===== src/aff_pkg.sv =====
package aff_pkg;

  // block configuration
  localparam int COORD_BITS = 16;
  localparam int FRAC_BITS  = 16;
  localparam int COUNT_BITS = 16;

  // port widths
  localparam int IN_W   = 16;
  localparam int COEF_W = 32;
  localparam int STAT_W = 2;

  // derived widths
  localparam int SUM_W  = 2 * COORD_BITS + COUNT_BITS;
  localparam int PROD_W = 2 * COORD_BITS;
  localparam int ADJ_W  = 2 * SUM_W + 2;
  localparam int ACC_W  = 3 * SUM_W + 8;
  localparam int CNT_W  = COUNT_BITS + 1;

  // wide multiplier built from limb products
  localparam int LIMB_W  = 32;
  localparam int A_LIMBS = (ADJ_W + LIMB_W - 1) / LIMB_W;
  localparam int B_LIMBS = (SUM_W + LIMB_W - 1) / LIMB_W;
  localparam int AMAG_W  = A_LIMBS * LIMB_W;
  localparam int BMAG_W  = B_LIMBS * LIMB_W;
  localparam int AI_W    = (A_LIMBS > 1) ? $clog2(A_LIMBS) : 1;
  localparam int BI_W    = (B_LIMBS > 1) ? $clog2(B_LIMBS) : 1;
  localparam int SH_W    = $clog2(A_LIMBS + B_LIMBS);

  // divider
  localparam int DIV_W  = ACC_W + FRAC_BITS + COEF_W + 2;
  localparam int DCNT_W = $clog2(COEF_W + 2);

  // moment storage
  localparam int NSUM     = 9;
  localparam int SC_DEPTH = 2 * NSUM;
  localparam int SC_AW    = $clog2(SC_DEPTH);
  localparam int IDX_W    = $clog2(NSUM);

  typedef enum logic [STAT_W-1:0] {
    FIT_OK   = 2'd0,
    FIT_FEW  = 2'd1,
    FIT_SING = 2'd2
  } fit_status_t;

  typedef enum logic [1:0] {
    WB_NONE,
    WB_ADJ,
    WB_DET,
    WB_COEF
  } wb_t;

  typedef struct packed {
    logic             a_adj;
    logic [IDX_W-1:0] a_idx;
    logic             b_cross;
    logic [IDX_W-1:0] b_idx;
    logic             neg;
    logic             clr;
    wb_t              wb;
    logic [IDX_W-1:0] wb_idx;
  } uop_t;

  typedef struct packed {
    logic        load_item;
    logic        acc_en;
    logic        acc_cross;
    logic [1:0]  acc_r;
    logic [1:0]  acc_c;
    logic        mac_start;
    uop_t        uop;
    logic        clear_sums;
    logic        set_status;
    fit_status_t status;
    logic        clr_coef;
  } cmd_t;

  typedef struct packed {
    logic mac_done;
    logic det_zero;
    logic few_pairs;
  } stat_t;

  typedef enum logic [2:0] {
    CS_IDLE,
    CS_ACC,
    CS_DRAIN,
    CS_CHECK,
    CS_ISSUE,
    CS_WAIT,
    CS_DETCHK,
    CS_DONE
  } ctrl_state_t;

  typedef enum logic [1:0] {
    PH_ADJ,
    PH_DET,
    PH_NUM
  } phase_t;

  typedef enum logic [2:0] {
    MP_IDLE,
    MP_LOAD,
    MP_MUL,
    MP_DRAIN,
    MP_WB,
    MP_DIV
  } mac_phase_t;

  // adjugate entry i = s[P]*s[Q] - s[M]*s[N]
  localparam logic [IDX_W-1:0] ADJ_P [NSUM] = '{4'd4, 4'd2, 4'd1, 4'd5, 4'd0, 4'd2, 4'd3, 4'd1, 4'd0};
  localparam logic [IDX_W-1:0] ADJ_Q [NSUM] = '{4'd8, 4'd7, 4'd5, 4'd6, 4'd8, 4'd3, 4'd7, 4'd6, 4'd4};
  localparam logic [IDX_W-1:0] ADJ_M [NSUM] = '{4'd5, 4'd1, 4'd2, 4'd3, 4'd2, 4'd0, 4'd4, 4'd0, 4'd1};
  localparam logic [IDX_W-1:0] ADJ_N [NSUM] = '{4'd7, 4'd8, 4'd4, 4'd8, 4'd6, 4'd5, 4'd6, 4'd7, 4'd3};

  // row-major index of a 3x3 entry
  function automatic logic [IDX_W-1:0] idx3(input logic [1:0] r, input logic [1:0] c);
    logic [IDX_W-1:0] rr;
    rr = IDX_W'(r);
    return (rr << 1) + rr + IDX_W'(c);
  endfunction

endpackage


===== src/aff_ctrl.sv =====
module aff_ctrl
  import aff_pkg::*;
(
  input  logic  clk,
  input  logic  rst_n,
  input  logic  in_valid,
  input  logic  in_last,
  output logic  in_stall,
  output logic  out_valid,
  input  logic  out_stall,
  input  stat_t stat,
  output cmd_t  cmd
);

  ctrl_state_t      state_r, state_nxt;
  phase_t           phase_r, phase_nxt;
  logic [IDX_W-1:0] i_r, i_nxt;
  logic             t_r, t_nxt;
  logic [1:0]       k_r, k_nxt;
  logic [1:0]       r_r, r_nxt;
  logic [1:0]       j_r, j_nxt;
  logic             ax_r, ax_nxt;
  logic [1:0]       ar_r, ar_nxt;
  logic [1:0]       ac_r, ac_nxt;
  logic             last_r, last_nxt;
  logic             ov_r, ov_nxt;
  logic             in_xfer;

  assign in_xfer = in_valid && (state_r == CS_IDLE);

  // next state
  always_comb begin
    state_nxt = state_r;
    phase_nxt = phase_r;
    i_nxt     = i_r;
    t_nxt     = t_r;
    k_nxt     = k_r;
    r_nxt     = r_r;
    j_nxt     = j_r;
    ax_nxt    = ax_r;
    ar_nxt    = ar_r;
    ac_nxt    = ac_r;
    last_nxt  = last_r;
    case (state_r)
      CS_IDLE: begin
        if (in_xfer) begin
          state_nxt = CS_ACC;
          last_nxt  = in_last;
          ax_nxt    = 1'b0;
          ar_nxt    = '0;
          ac_nxt    = '0;
        end
      end
      CS_ACC: begin
        if (ac_r == 2'd2) begin
          ac_nxt = '0;
          if (ar_r == 2'd2) begin
            ar_nxt = '0;
            ax_nxt = 1'b1;
            if (ax_r) state_nxt = CS_DRAIN;
          end else begin
            ar_nxt = ar_r + 1'b1;
          end
        end else begin
          ac_nxt = ac_r + 1'b1;
        end
      end
      CS_DRAIN: state_nxt = last_r ? CS_CHECK : CS_IDLE;
      CS_CHECK: begin
        if (!ov_r) begin
          if (stat.few_pairs) begin
            state_nxt = CS_IDLE;
          end else begin
            state_nxt = CS_ISSUE;
            phase_nxt = PH_ADJ;
            i_nxt     = '0;
            t_nxt     = 1'b0;
          end
        end
      end
      CS_ISSUE: state_nxt = CS_WAIT;
      CS_WAIT: begin
        if (stat.mac_done) begin
          state_nxt = CS_ISSUE;
          case (phase_r)
            PH_ADJ: begin
              t_nxt = ~t_r;
              if (t_r) begin
                if (i_r == IDX_W'(NSUM - 1)) begin
                  phase_nxt = PH_DET;
                  k_nxt     = '0;
                end else begin
                  i_nxt = i_r + 1'b1;
                end
              end
            end
            PH_DET: begin
              if (k_r == 2'd2) state_nxt = CS_DETCHK;
              else             k_nxt = k_r + 1'b1;
            end
            PH_NUM: begin
              if (k_r != 2'd2) begin
                k_nxt = k_r + 1'b1;
              end else begin
                k_nxt = '0;
                if (j_r != 2'd2) begin
                  j_nxt = j_r + 1'b1;
                end else begin
                  j_nxt = '0;
                  if (r_r != 2'd2) r_nxt = r_r + 1'b1;
                  else             state_nxt = CS_DONE;
                end
              end
            end
            default: state_nxt = CS_IDLE;
          endcase
        end
      end
      CS_DETCHK: begin
        if (stat.det_zero) begin
          state_nxt = CS_IDLE;
        end else begin
          state_nxt = CS_ISSUE;
          phase_nxt = PH_NUM;
          r_nxt     = '0;
          j_nxt     = '0;
          k_nxt     = '0;
        end
      end
      CS_DONE: state_nxt = CS_IDLE;
      default: state_nxt = CS_IDLE;
    endcase
  end

  // outputs
  always_comb begin
    cmd       = '0;
    cmd.uop.wb = WB_NONE;
    cmd.status = FIT_OK;
    in_stall  = (state_r != CS_IDLE);
    cmd.load_item = in_xfer;
    cmd.acc_en    = (state_r == CS_ACC);
    cmd.acc_cross = ax_r;
    cmd.acc_r     = ar_r;
    cmd.acc_c     = ac_r;
    cmd.mac_start = (state_r == CS_ISSUE);
    case (phase_r)
      PH_ADJ: begin
        cmd.uop.a_adj = 1'b0;
        cmd.uop.a_idx = t_r ? ADJ_M[i_r] : ADJ_P[i_r];
        cmd.uop.b_idx = t_r ? ADJ_N[i_r] : ADJ_Q[i_r];
        cmd.uop.neg   = t_r;
        cmd.uop.clr   = ~t_r;
        cmd.uop.wb    = t_r ? WB_ADJ : WB_NONE;
        cmd.uop.wb_idx = i_r;
      end
      PH_DET: begin
        cmd.uop.a_adj = 1'b1;
        cmd.uop.a_idx = idx3(k_r, 2'd0);
        cmd.uop.b_idx = IDX_W'(k_r);
        cmd.uop.clr   = (k_r == 2'd0);
        cmd.uop.wb    = (k_r == 2'd2) ? WB_DET : WB_NONE;
      end
      PH_NUM: begin
        cmd.uop.a_adj   = 1'b1;
        cmd.uop.a_idx   = idx3(k_r, j_r);
        cmd.uop.b_cross = 1'b1;
        cmd.uop.b_idx   = idx3(r_r, k_r);
        cmd.uop.clr     = (k_r == 2'd0);
        cmd.uop.wb      = (k_r == 2'd2) ? WB_COEF : WB_NONE;
        cmd.uop.wb_idx  = idx3(r_r, j_r);
      end
      default: cmd.uop.wb = WB_NONE;
    endcase
    case (state_r)
      CS_CHECK: begin
        if (!ov_r && stat.few_pairs) begin
          cmd.set_status = 1'b1;
          cmd.status     = FIT_FEW;
          cmd.clr_coef   = 1'b1;
          cmd.clear_sums = 1'b1;
        end
      end
      CS_DETCHK: begin
        if (stat.det_zero) begin
          cmd.set_status = 1'b1;
          cmd.status     = FIT_SING;
          cmd.clr_coef   = 1'b1;
          cmd.clear_sums = 1'b1;
        end
      end
      CS_DONE: begin
        cmd.set_status = 1'b1;
        cmd.status     = FIT_OK;
        cmd.clear_sums = 1'b1;
      end
      default: cmd.set_status = 1'b0;
    endcase
  end

  assign ov_nxt    = cmd.set_status || (ov_r && out_stall);
  assign out_valid = ov_r;

  always_ff @(posedge clk) begin
    i_r    <= i_nxt;
    t_r    <= t_nxt;
    k_r    <= k_nxt;
    r_r    <= r_nxt;
    j_r    <= j_nxt;
    ax_r   <= ax_nxt;
    ar_r   <= ar_nxt;
    ac_r   <= ac_nxt;
    if (!rst_n) begin
      state_r <= CS_IDLE;
      phase_r <= PH_ADJ;
      last_r  <= 1'b0;
      ov_r    <= 1'b0;
    end else begin
      state_r <= state_nxt;
      phase_r <= phase_nxt;
      last_r  <= last_nxt;
      ov_r    <= ov_nxt;
    end
  end

endmodule


===== config.mk =====
export PLATFORM = sky130hd
export DESIGN_NAME = aff_ctrl
export DESIGN_NICKNAME = d
export VERILOG_FILES = /design/src/aff_pkg.sv /design/src/aff_ctrl.sv
export SDC_FILE = /design/constraint.sdc
export NUM_CORES = 1
export LEC_CHECK = 0
export BUFFER_PORTS_ARGS = -buffer_cell sky130_fd_sc_hd__buf_2
export CORE_MARGIN = 8
export CORE_UTILIZATION = 56
export DETAILED_ROUTE_END_ITERATION = 10
export MAX_ROUTING_LAYER = met4
export PLACE_DENSITY = 0.9
export SLEW_MARGIN = 0
export SYNTH_ARGS = -nofsm -noshare
export SYNTH_HDL_FRONTEND = slang
export SYNTH_SLANG_ARGS = --single-unit

===== constraint.sdc =====
create_clock -name clk -period 2.9 [get_ports clk]
set_input_delay 0.58 -clock clk [delete_from_list [all_inputs] [get_ports clk]]
set_output_delay 0.58 -clock clk [all_outputs]
set_load 0.02 [all_outputs]

======== After elaboration in Yosys (flattened, before gate mapping) ========
Memory sizes are Yosys's and may differ from the RTL's.
Cells that the tools add are included.
word-level totals
  register bits ........................... 23
  ROM bits ................................ 256
  input bits .............................. 8
  output and inout port bits .............. 33
  word-level logic and storage cells ...... 181
  memories ................................ 4
memory list
  memory            depth  width  rd ports  clocked after Yosys merged registers in  write ports  RTL line         RTL
  (name not given)  16     4      1         0                                        0            aff_ctrl.sv:151  cmd.uop.b_idx = t_r ? ADJ_N[i_r] : ADJ_Q[i_r];
  (name not given)  16     4      1         0                                        0            aff_ctrl.sv:151
  (name not given)  16     4      1         0                                        0            aff_ctrl.sv:150  cmd.uop.a_idx = t_r ? ADJ_M[i_r] : ADJ_P[i_r];
  (name not given)  16     4      1         0                                        0            aff_ctrl.sv:150
cells by class
  add/subtract/negate cells ............... 11
  order comparisons ....................... 1
  equal/unequal tests ..................... 36
  muxes and demuxes ....................... 90
  bitwise operators ....................... 2
  reductions and logical operators ........ 25
operators by type and width
  kind                   number
  $mux W2                33
  $mux W4                16
  $ne A2 B2 Y1 const B   16
  $mux W3                8
  $pmux W2 S2            6
  $pmux W3 S8            1
  $reduce_and A7 Y1      3
  $pmux W2 S3            3
  $pmux W4 S2            2
  $pmux W5 S3            1
  $add A4 B2 Y4          3
  $eq A3 B3 Y1 const B   4
  $pmux W4 S3            1
  $add A2 B1 Y2 const B  5
  $mux W1                10
  $mux W5                2
  $reduce_and A5 Y1      2
  $ne A3 B3 Y1 const B   3
  $pmux W3 S3            1
  $add A3 B2 Y4          2
  $eq A2 B2 Y1 const B   4
  $pmux W1 S2            4
  $reduce_and A8 Y1      1
  $eq A3 B2 Y1 const B   2
  other kinds (22)       32

======== Longest topological paths before layout ========
Gate-level depths: netlist (run 1).
  depth after elaboration ................. 7
  depth in mapped cells ................... 8
  mapped depth without buffers ............ 8

======== Worst setup path after synthesis (run 1) ========
OpenSTA, ideal clock, no wires.
  path kind ............................... reg2out
  start point ............................. register r_r[0]
  end point ............................... output port cmd[8] (netlist bit)
  arrival time ............................ 1.942 ns
  data required time ...................... 2.320 ns
  slack ................................... 0.378 ns
  cell stages (with the launch flop) ...... 9
  buffers on the path ..................... 0
  path through ............................ edfxtp_1 inv_1 ha_1 inv_1 ha_1 a21oi_1 nor2b_1 xnor2_1 o21ai_0
RTL lines
  item                    RTL line         RTL
  from (decl)             aff_ctrl.sv:20   logic [1:0] r_r, r_nxt;
  from (signal assigned)  aff_ctrl.sv:208  r_r <= r_nxt;
  to (decl)               aff_ctrl.sv:12   output cmd_t cmd

==> metrics.md, run 1 <==
| Metric | Value |
|---|---|
| Outcome | finished clean |
| Mapped Cells | 256 |
| Nets | 328 |
| Final wirelength | 5.36 mm |
| Skew-Pair Late Insertion Delay | 260 ps |
| Post-Syn Nets | 294 |
| CTS sink cnt | 23 |
| First-pass GRT wire length | 9.00 mm |
| CP max stage delay | 480 ps |
| Post-synth EDFFs | 16 |
| Wire per inst | 15.9 um |
| PD cells | 262 nW/um2 |
| Most common cell after layout, fill and taps aside | buf_2 |
| Total negative setup slack | 0 ps |
| Async SR Flop Fraction | 0% |
| Highest Clock Rate | 364 MHz |
| Design Area, Final | 2440 um2 |
| Max Root-Sink Buffers | 2 |
| Crit path capture type | output port |
| Share of layout cells above drive strength 1 | 19.4% |
| Vias in the first global route | 1930 |
| Worst-margin pin slew | 507 ps |
| Clock skew | 6.24 ps |
| Synthesis warning total | 0 |
| # rows | 22 |
| Worst Slack Setup Final | 156 ps |
| Synth cell types | 49 |
| Place WS | 357 ps |
| Crit Path Category | reg2out |
| Die area | 6180 um2 |
| Worst vdd ir | 0.219 mV |
| Cell family with most CP delay | multiplexers |
| Die Height | 78.6 um |
| CP Buf/Inv Count | 2 |
| Sequential area share after synthesis | 28.3% |
| Final setup viols | 0 |
| WHS Path Cells | 2 |
| Placed Cells | 330 |
| Total number of vias | 2006 |
| Hold Fails Final Rpt | 0 |
| Gr ovfl total | 0 |
| Crit-path cells | inv_1 > ha_1 > mux4_2 > a222oi_1 > nor2_1 > buf_2 |
| DRT Pass-1 Iters | 5 |
| Cell Count, Final, Fillers Out | 337 |
| Area of the mapped netlist | 2190 um2 |
| Area grow syn2layout | 11.4% |
| Data arrival, critical path | 2160 ps |
| Crit start category | flop |
| Most frequent cells in the layout | buf_2, nand2_1, ha_1, inv_1, nor2_1 |
| Vias per cell | 5.95 |
| Ant. Diodes | 0 |
| Largest net degree at the start of global routing | 18 |
| Final Slew Violations | 0 |
| Hold_buf cts | 0 |
| Gr usage total | 18.0% |
| Fin crit share | 94.6% |
| PortBufs | 40 |
| Initial antenna violation count | 0 |
| Ports | 41 |
| Initial core utilization | 59.1% |
| DRC Markers | 0 |
| Mean Syn Cell Area | 8.57 um2 |
| CTS root buf | clkbuf_8 |
| Number of CTS-inserted buffers | 3 |
| Post-route ant nets | 0 |
| CTS tree | yes |
| Htree depth | 1 |
| Slew margin rel. | 66.2% |
| Max-Cap Viols | 0 |
| Die width | 78.6 um |
| Slowest CP cell | mux4_2 |
| Core area | 3720 um2 |
| RSZ-0062 raised after global routing | false |
| Top_reg_cell synth | edfxtp_1 |
| HPWL Detailed | 4.19 mm |
| Fin crit period | 2740 ps |
| Dpl cell area | 2370 um2 |
| Routability cong. | 0.936 |
| Worst Hold Class | reg2reg |
| Max FO, Critical Path | 4 |
| R2r worst-path depth | 5 |
| Initial detailed-routing violation count | 187 |
| Critical path depth in cells | 6 |
| Clk slew on worst S/H paths | 80 ps |
| LEAKAGE | 1.11 nW |
| Required time worst endpoint | 2320 ps |
| Post-synthesis register bit count | 23 |
==> synthesized netlist by cell type, drive strengths merged (2+ instances only) <==
master / count / area, um2
a31o: 2 / 17.5
clkbuf: 4 / 15.0
nand3b: 4 / 30.0
nor2b: 7 / 43.8
o21ai: 13 / 65.1
o32ai: 2 / 17.5
or2: 4 / 25.0
mux2i: 3 / 30.0
nand4: 2 / 12.5
and2: 6 / 37.5
nor3: 7 / 35.0
o21bai: 2 / 15.0
nand2: 27 / 101
fa: 3 / 60.1
xnor2: 5 / 43.8
and3: 4 / 25.0
a222oi: 3 / 30.0
inv: 22 / 82.6
dfxtp: 7 / 140
buf: 12 / 81.3
nand4b: 2 / 17.5
nand2b: 7 / 43.8
a21oi: 15 / 75.1
ha: 27 / 338
o22ai: 2 / 12.5
nor2: 19 / 71.3
a21boi: 3 / 22.5
and3b: 2 / 17.5
a31oi: 4 / 25.0
o31ai: 2 / 15.0
a22oi: 2 / 15.0
edfxtp: 16 / 480
xor2: 4 / 35.0
==> kinds of logic after synthesis <==
| group | after synthesis | synth area share (%) |
|---|---|---|
| and+or+nand+nor | 95 | 22.7 |
| AOI/OAI and AO/OA | 57 | 16.8 |
| buffers and inverters | 38 | 8.15 |
| adders and majority gates | 30 | 18.1 |
| DFF | 23 | 28.3 |
| xor gates and xnor gates | 9 | 3.59 |
| muxes | 4 | 2.39 |
==> through the flow <==
step	util [%]	total power [mW]	hold WS, ps
2_1_floorplan	-	0.431	451
3_3_place_gp	63.9	0.450	492
3_5_place_dp	63.9	0.452	501
4_1_cts	65.1	0.647	521
5_1_grt	65.8	0.674	545
6_report	65.8	0.639	525
==> worst paths after layout <==
path,startpoint,to,slack (ps)
max,i_r[0],cmd[19],160
min,last_r,last_r,530
max reg2reg,phase_r[0],r_r[0],900
min reg2reg,last_r,last_r,530
==> registers in the layout (all words and copies together), names as in the netlist, 2 cells and up <==
signal	count
k_r	2
state_r	3
ar_r	2
ac_r	2
j_r	2
r_r	2
i_r	4
phase_r	2
==> routing by layer <==
metal	wire length [um]	vias to the layer above	GRT usage [%]
met5	0	-	-
met4	119	0	6.48
met3	332	15	2.62
met2	2580	84	30.1
met1	2330	950	21.4
li1	-	957	-
==> where the power goes <==
part	internal, mW	total (mW)	switching (mW)
Clock	0.0958	0.194	0.0986
Combinational	0.0274	0.0744	0.0470
Sequential	0.360	0.371	0.0103
==> area by class of cell <==
| type | count | area [um2] |
|---|---|---|
| Fill cell | 319 | 1270 |
| Clock inverter | 1 | 5.00 |
| Multi-Input combinational cell | 195 | 1400 |
| Clock buffer | 3 | 41.3 |
| Timing Repair Buffer | 45 | 238 |
| Inverter | 22 | 82.6 |
| Sequential cell | 23 | 621 |
| Tap cell | 48 | 60.1 |
==> tightest hold or removal path, stage by stage, from the launching register on <==
cell and delay (ps):
dfxtp_1 350, mux2i_1 70, nor2_1 70
==> timing repair <==
action | in CTS | in global routing
setup buffers | 0 | 3
endpoints found under the setup margin | 0 | 5
resized for setup | 0 | 1
No activity file was read; power rests on OpenSTA's default activity.
==> inputs of run 2 (changes only) <==
--- a/config.mk
+++ b/config.mk
@@ -6,11 +6,13 @@
 export NUM_CORES = 1
 export LEC_CHECK = 0
 export BUFFER_PORTS_ARGS = -buffer_cell sky130_fd_sc_hd__buf_2
+export CELL_PAD_IN_SITES_DETAIL_PLACEMENT = 0
+export CELL_PAD_IN_SITES_GLOBAL_PLACEMENT = 1
 export CORE_MARGIN = 8
-export CORE_UTILIZATION = 56
+export CORE_UTILIZATION = 42
 export DETAILED_ROUTE_END_ITERATION = 10
 export MAX_ROUTING_LAYER = met4
-export PLACE_DENSITY = 0.9
+export PLACE_DENSITY = 0.91
 export SLEW_MARGIN = 0
 export SYNTH_ARGS = -nofsm -noshare
 export SYNTH_HDL_FRONTEND = slang
==> run 2 against run 1 <==
Worst hold slack improved by 3.4 ps. Fmax fell by 0.35%. Global-route usage fell by 3.8 points. Critical path depth rose by 1. Core utilization fell by 17 points. Final area rose by 1.6%.
==> metrics.md, run 2 (synthesis gave the netlist of run 1 again) <==
| Metric | Value |
|---|---|
| Hold Fails Final Rpt | 0 (unchanged) |
| Cell Count, Final, Fillers Out | 359 (+6.5%) |
| Slowest CP cell | edfxtp_1 |
| Busiest grt layer | met2 |
| Worst-margin pin slew | 569 ps (+61.8 ps) |
| Initial detailed-routing violation count | 120 (-36%) |
| Slew margin rel. | 62.1% (-4.1 points) |
| PD cells | 260 nW/um2 (-0.42%) |
| Placed Cells | 353 (+7.0%) |
| Fin crit period | 2750 ps (+9.60 ps) |
| DRC Markers | 0 (unchanged) |
| Crit Path Category | reg2out |
| Final setup viols | 0 (unchanged) |
| Max-Cap Viols | 0 (unchanged) |
| Gr usage total | 14.1% (-3.8 points) |
| DRT Pass-1 Iters | 4 (-1) |
| Total negative setup slack | 0 ps (unchanged) |
| Switching share of total power | 24.9% (+0.50 points) |
| Hold slack final | 529 ps (+3.38 ps) |
| PortBufs | 40 (unchanged) |
| Biggest regs | i_r: 4 flops, state_r: 3 flops |
| Wire per inst | 15.2 um (-4.3%) |
| Crit start category | flop |
| Final Slew Violations | 0 (unchanged) |
| Most frequent cells in the layout | buf_2, nand2_1, ha_1, inv_1, nor2_1 |
| CTS sink cnt | 23 (unchanged) |
| Share of layout cells above drive strength 1 | 19.7% (+0.35 points) |
| P_sw | 161 uW (+3.3%) |
| Fin crit share | 94.9% (+0.33 points) |
| Largest register FFs | 4 (unchanged) |
| Clk slew on worst S/H paths | 90 ps (about the same) |
| Data arrival, critical path | 2170 ps (about the same) |
| Ant. Diodes | 0 (unchanged) |
| Met1 global-route usage | 18.8% (-2.6 points) |
| Total number of vias | 1950 (-2.8%) |
| Highest Clock Rate | 363 MHz (-0.35%) |
| Worst Hold Class | reg2reg |
| Internal power | 486 uW (+0.53%) |
| First-pass GRT wire length | 8.57 mm (-4.8%) |
| # rows | 26 (+18%) |
| Max Root-Sink Buffers | 2 (unchanged) |
| CTS root buf | clkbuf_8 |
| Die width | 88.3 um (+12%) |
| Clock skew | 8.17 ps (+1.93 ps) |
| Final wirelength | 5.46 mm (+1.9%) |
| Core area | 5070 um2 (+37%) |
| Skew-Pair Late Insertion Delay | 260 ps (about the same) |
| Vias in the first global route | 1813 (-6.1%) |
| Post-route ant nets | 0 (unchanged) |
| Ports | 41 (unchanged) |
| Gr ovfl total | 0 (unchanged) |
| CTS tree | yes |
| Clock power share | 31.1% (+0.7 points) |
| Die Height | 88.3 um (+12%) |
| Met3 Usage GRT | 1.67% (-0.95 points) |
| Area grow syn2layout | 13.2% |
| Combinational group share of total power | 12.3% (+0.7 points) |
| HPWL Detailed | 4.21 mm (+0.26%) |
| Outcome | finished clean |
| Most common cell after layout, fill and taps aside | buf_2 |
| LEAKAGE | 1.11 nW (-0.27%) |
| Htree depth | 1 (unchanged) |
| RSZ-0062 raised after global routing | false |
| Crit-path cells | inv_2 > ha_1 > fa_1 > xor2_1 > nand2_1 > a31oi_1 > buf_2 |
| Max FO, Critical Path | 5 (+1) |
| Largest net degree at the start of global routing | 18 (unchanged) |
| Nets | 328 (unchanged) |
| CP max stage delay | 480 ps (about the same) |
| Routability cong. | 0.877 (-6.2%) |
| Required time worst endpoint | 2320 ps (about the same) |
| Initial core utilization | 43.2% (-16 points) |
| Worst vdd ir | 0.218 mV (-0.45%) |
| Vias per cell | 5.43 (-8.7%) |
| Largest reg by FF count | i_r |
| Initial antenna violation count | 0 (unchanged) |
| Crit path capture type | output port |
| Number of CTS-inserted buffers | 3 (unchanged) |
| Flop pwr share | 56.6% (-1.4 points) |
| Met2 Use GR | 21.7% (-8.4 points) |
| Die area | 7790 um2 (+26%) |
[run 2: changes by cell type in the layout (fill, tap and decap cells not counted), sizes merged]
cell and change:
clkinvlp +1, clkinv -1
[run 2: final cells by class]
cell class / count / area, um2
clock buffers: 3 / 41.3
clock inverters: 1 / 7.51
fillers: 514 / 2590
inverters: 22 / 82.6
multi-input cells: 195 / 1410
flip-flops and latches: 23 / 621
well taps: 70 / 87.6
repair buffers: 45 / 238
[run 2: per-stage QoR]
step | worst slack, ps | instance area, um2 | power [mW] | utilization [%]
5_1_grt | 8.92 | 2480 | 0.680 | 49.0
3_3_place_gp | 398 | 2410 | 0.453 | 47.5
6_report | 147 | 2480 | 0.647 | 49.0
4_1_cts | 58.0 | 2460 | 0.658 | 48.4
3_5_place_dp | 374 | 2410 | 0.454 | 47.5
2_1_floorplan | 378 | 2190 | 0.431 | -
[run 2: worst paths after layout]
| path | startpoint | to | slack, ps | cells past startpoint |
|---|---|---|---|---|
| worst max-delay path | k_r[1] | cmd[20] | 150 | 7 |
| worst min register to register | out_valid | state_r[1] | 530 | 2 |
| worst min-delay path | out_valid | state_r[1] | 530 | 2 |
| worst max register to register | phase_r[0] | r_r[1] | 880 | 5 |
[run 2: repair_timing]
action | CTS | global route
setup endpoints to repair | 0 | 6
setup buffers | 0 | 2
hold buffers | 0 | 0
resized for setup | 0 | 3
[run 2: power by group through the flow]
stage / combinational [mW] / clock (mW) / sequential (mW)
floorplan: 0.0486 / 0 / 0.382
global placement: 0.0791 / 0 / 0.374
detailed placement: 0.0800 / 0 / 0.374
CTS: 0.0803 / 0.211 / 0.366
global route: 0.0879 / 0.224 / 0.368
finish: 0.0796 / 0.201 / 0.366
[run 2: per-layer routing]
| metal | vias to the layer above | share of wire (%) |
|---|---|---|
| met2 | 65 | 45 |
| met1 | 921 | 48 |
| li1 | 958 | - |
| met4 | 0 | 1.2 |
| met3 | 6 | 5.4 |
| met5 | - | 0 |
[run 2: worst max-delay path, delay by kind of cell, from the launching register on]
| family | cells | cell delay, ps |
|---|---|---|
| adder cells (fa/ha/maj) | 2 | 720 |
| flip-flops | 1 | 480 |
| buffers and inverters | 2 | 340 |
| AO/OA/AOI/OAI | 1 | 170 |
| XOR/XNOR | 1 | 140 |
| AND/OR/NAND/NOR | 1 | 70 |
==> inputs of run 3 (changes only) <==
--- a/config.mk
+++ b/config.mk
@@ -10,9 +10,11 @@
 export CELL_PAD_IN_SITES_GLOBAL_PLACEMENT = 1
 export CORE_MARGIN = 8
 export CORE_UTILIZATION = 42
+export CTS_CLUSTER_SIZE = 16
 export DETAILED_ROUTE_END_ITERATION = 10
 export MAX_ROUTING_LAYER = met4
 export PLACE_DENSITY = 0.91
+export RECOVER_POWER = 100
 export SLEW_MARGIN = 0
 export SYNTH_ARGS = -nofsm -noshare
 export SYNTH_HDL_FRONTEND = slang
==> run 3 against run 2 <==
Clock power barely moved. Die area unchanged. Total power down 0.63%. Setup slack got worse by 24 ps. Combinational power fell by 5.0%. Global-route usage unchanged. Highest routed layer unchanged. Final area down 1.5%. Critical endpoint is now cmd[21]. First-iteration DRC count is 11% lower. Clock skew is essentially flat. Sequential power barely moved. Final cell count is the same.
==> metrics.md, run 3 (synthesis gave the netlist of run 1 again) <==
| Metric | Value |
|---|---|
| Ports | 41 (unchanged) |
| Final Slew Violations | 0 (unchanged) |
| Clock power share | 31.2% (about the same) |
| Slowest CP cell | edfxtp_1 |
| Final wirelength | 5.46 mm (about the same) |
| Cell Count, Final, Fillers Out | 359 (unchanged) |
| Post-route ant nets | 0 (unchanged) |
| Worst vdd ir | 0.218 mV (about the same) |
| CTS sink cnt | 23 (unchanged) |
| Outcome | finished clean |
| PD cells | 263 nW/um2 (+0.85%) |
| Nets | 328 (unchanged) |
| Die Height | 88.3 um (unchanged) |
| Wire per inst | 15.2 um (about the same) |
| Worst Hold Class | reg2reg |
| Crit Path Category | reg2out |
| Max FO, Critical Path | 5 (unchanged) |
| P_sw | 161 uW (about the same) |
| Fill count | 522 (+1.6%) |
| Initial core utilization | 43.2% (unchanged) |
| CTS tree | yes |
| Skew-Pair Late Insertion Delay | 260 ps (about the same) |
| # rows | 26 (unchanged) |
| Final setup viols | 0 (unchanged) |
| Switching share of total power | 25.0% (+0.15 points) |
| Highest Clock Rate | 360 MHz (-0.87%) |
| First-pass GRT wire length | 8.57 mm (unchanged) |
| Max-Cap Viols | 0 (unchanged) |
| Area grow syn2layout | 11.6% |
| Hold slack final | 525 ps (-3.22 ps) |
| Most frequent cells in the layout | nand2_1, clkbuf_1, ha_1, inv_1, nor2_1 |
| LEAKAGE | 1.00 nW (-9.4%) |
| Largest reg by FF count | i_r |
| Largest net degree at the start of global routing | 18 (unchanged) |
| Total negative setup slack | 0 ps (unchanged) |
| CP Buf/Inv Count | 2 (unchanged) |
| Ant. Diodes | 0 (unchanged) |
| Worst-margin pin slew | 646 ps (+77.3 ps) |
| Multi-input gate area | 1410 um2 (unchanged) |
| Initial detailed-routing violation count | 107 (-11%) |
| Crit start category | flop |
| Cell family with most CP delay | adder cells |
| Vias per cell | 5.42 (-0.21%) |
| Total number of vias | 1946 (-0.21%) |
| Die width | 88.3 um (unchanged) |
| CTS root buf | clkbuf_8 |
| Dpl cell area | 2410 um2 (unchanged) |
| Gr ovfl total | 0 (unchanged) |
| Crit-path cells | inv_2 > ha_1 > ha_1 > a21oi_1 > nor2b_1 > xnor2_1 > o21ai_0 > clkbuf_2 |
| Core area | 5070 um2 (unchanged) |
| DRT Pass-1 Iters | 4 (unchanged) |
| Routability cong. | 0.877 (unchanged) |
| Combinational group share of total power | 11.8% (-0.5 points) |
| Placed Cells | 353 (unchanged) |
| Largest register FFs | 4 (unchanged) |
| Clk slew on worst S/H paths | 90 ps (about the same) |
| Number of CTS-inserted buffers | 3 (unchanged) |
| Biggest regs | i_r: 4 flops, state_r: 3 flops |
| Vias in the first global route | 1813 (unchanged) |
| Die area | 7790 um2 (unchanged) |
| Fin crit share | 95.8% (+0.83 points) |
| PortBufs | 40 (unchanged) |
| Required time worst endpoint | 2320 ps (about the same) |
| Data arrival, critical path | 2200 ps (+30 ps) |
| HPWL Detailed | 4.21 mm (unchanged) |
| Fin crit period | 2780 ps (+24.1 ps) |
| Initial antenna violation count | 0 (unchanged) |
| DRC Markers | 0 (unchanged) |
| CP max stage delay | 490 ps (about the same) |
| Gr usage total | 14.1% (unchanged) |
| Top cell by count, worst path | ha_1 |
| Hold Fails Final Rpt | 0 (unchanged) |
| FF/Latch Area | 621 um2 (unchanged) |
| Htree depth | 1 (unchanged) |
| Flop pwr share | 57.0% (+0.4 points) |
| Internal power | 482 uW (-0.82%) |
| Crit path capture type | output port |
| RSZ-0062 raised after global routing | false |
| Final core utilization | 48.2% (-0.71 points) |
| Design Area, Final | 2450 um2 (-1.5%) |
| Clock skew | 8.34 ps (+0.172 ps) |
| Share of layout cells above drive strength 1 | 10.4% (-9.3 points) |
| Max Root-Sink Buffers | 2 (unchanged) |
| Slew margin rel. | 56.9% (-5.2 points) |
==> run 3: cell count changes in the layout (fill, tap and decap cells not counted), moves of 2 or more <==
| cell | change |
|---|---|
| buf_2 | -29 |
| clkbuf_1 | +27 |
| clkbuf_2 | +3 |
| and2_0 | +2 |
| and2_1 | -2 |
==> run 3: cell type report <==
cell class,count,share of cell area [%]
multi-input cells,195,57.5
flip-flops and latches,23,25.3
repair buffers,45,8.23
well taps,70,3.58
inverters,22,3.37
clock buffers,3,1.69
clock inverters,1,0.307
==> run 3: final timing paths <==
path,startpoint,end,slack (ps),cells past startpoint
worst max-delay path,k_r[1],cmd[21],120,8
worst max register to register,state_r[0],r_r[1],750,4
worst min-delay path,out_valid,state_r[1],530,2
worst min register to register,out_valid,state_r[1],530,2
==> run 3: repair_timing <==
action,4_1_cts,5_1_grt
resized for setup,0,3
hold buffers,0,0
buffers inserted,0,2
endpoints found under the setup margin,0,6
==> run 3: power by group through the flow <==
stage	sequential (mW)	combinational [mW]	clock [mW]
3_3_place_gp	0.374	0.0791	0
2_1_floorplan	0.382	0.0486	0
3_5_place_dp	0.374	0.0800	0
5_1_grt	0.368	0.0838	0.224
6_report	0.367	0.0756	0.201
4_1_cts	0.366	0.0803	0.211
==> run 3: routing by layer <==
layer	vias to the layer above	routed length [um]	global-route usage [%]	share of wire, %
met2	63	2470	21.7	45
met4	0	63	4.61	1.2
met1	917	2660	18.8	49
met5	-	0	-	0
li1	960	-	-	-
met3	6	270	1.67	4.9
==> run 3: worst register-to-register path: cells and delay by family (launching register included) <==
kind                   cells  cell delay (ps)
DFF                        1              330
buffers and inverters      1              500
AOI/OAI and AO/OA          2              560
and+or+nand+nor            1              420
==> run 3: per-stage QoR <==
| step | power [mW] | setup slack (ps) |
|---|---|---|
| after floorplan | 0.431 | 378 |
| after global placement | 0.453 | 398 |
| after detailed placement | 0.454 | 374 |
| after CTS | 0.658 | 58.0 |
| after global routing | 0.676 | 8.78 |
| final | 0.643 | 122 |
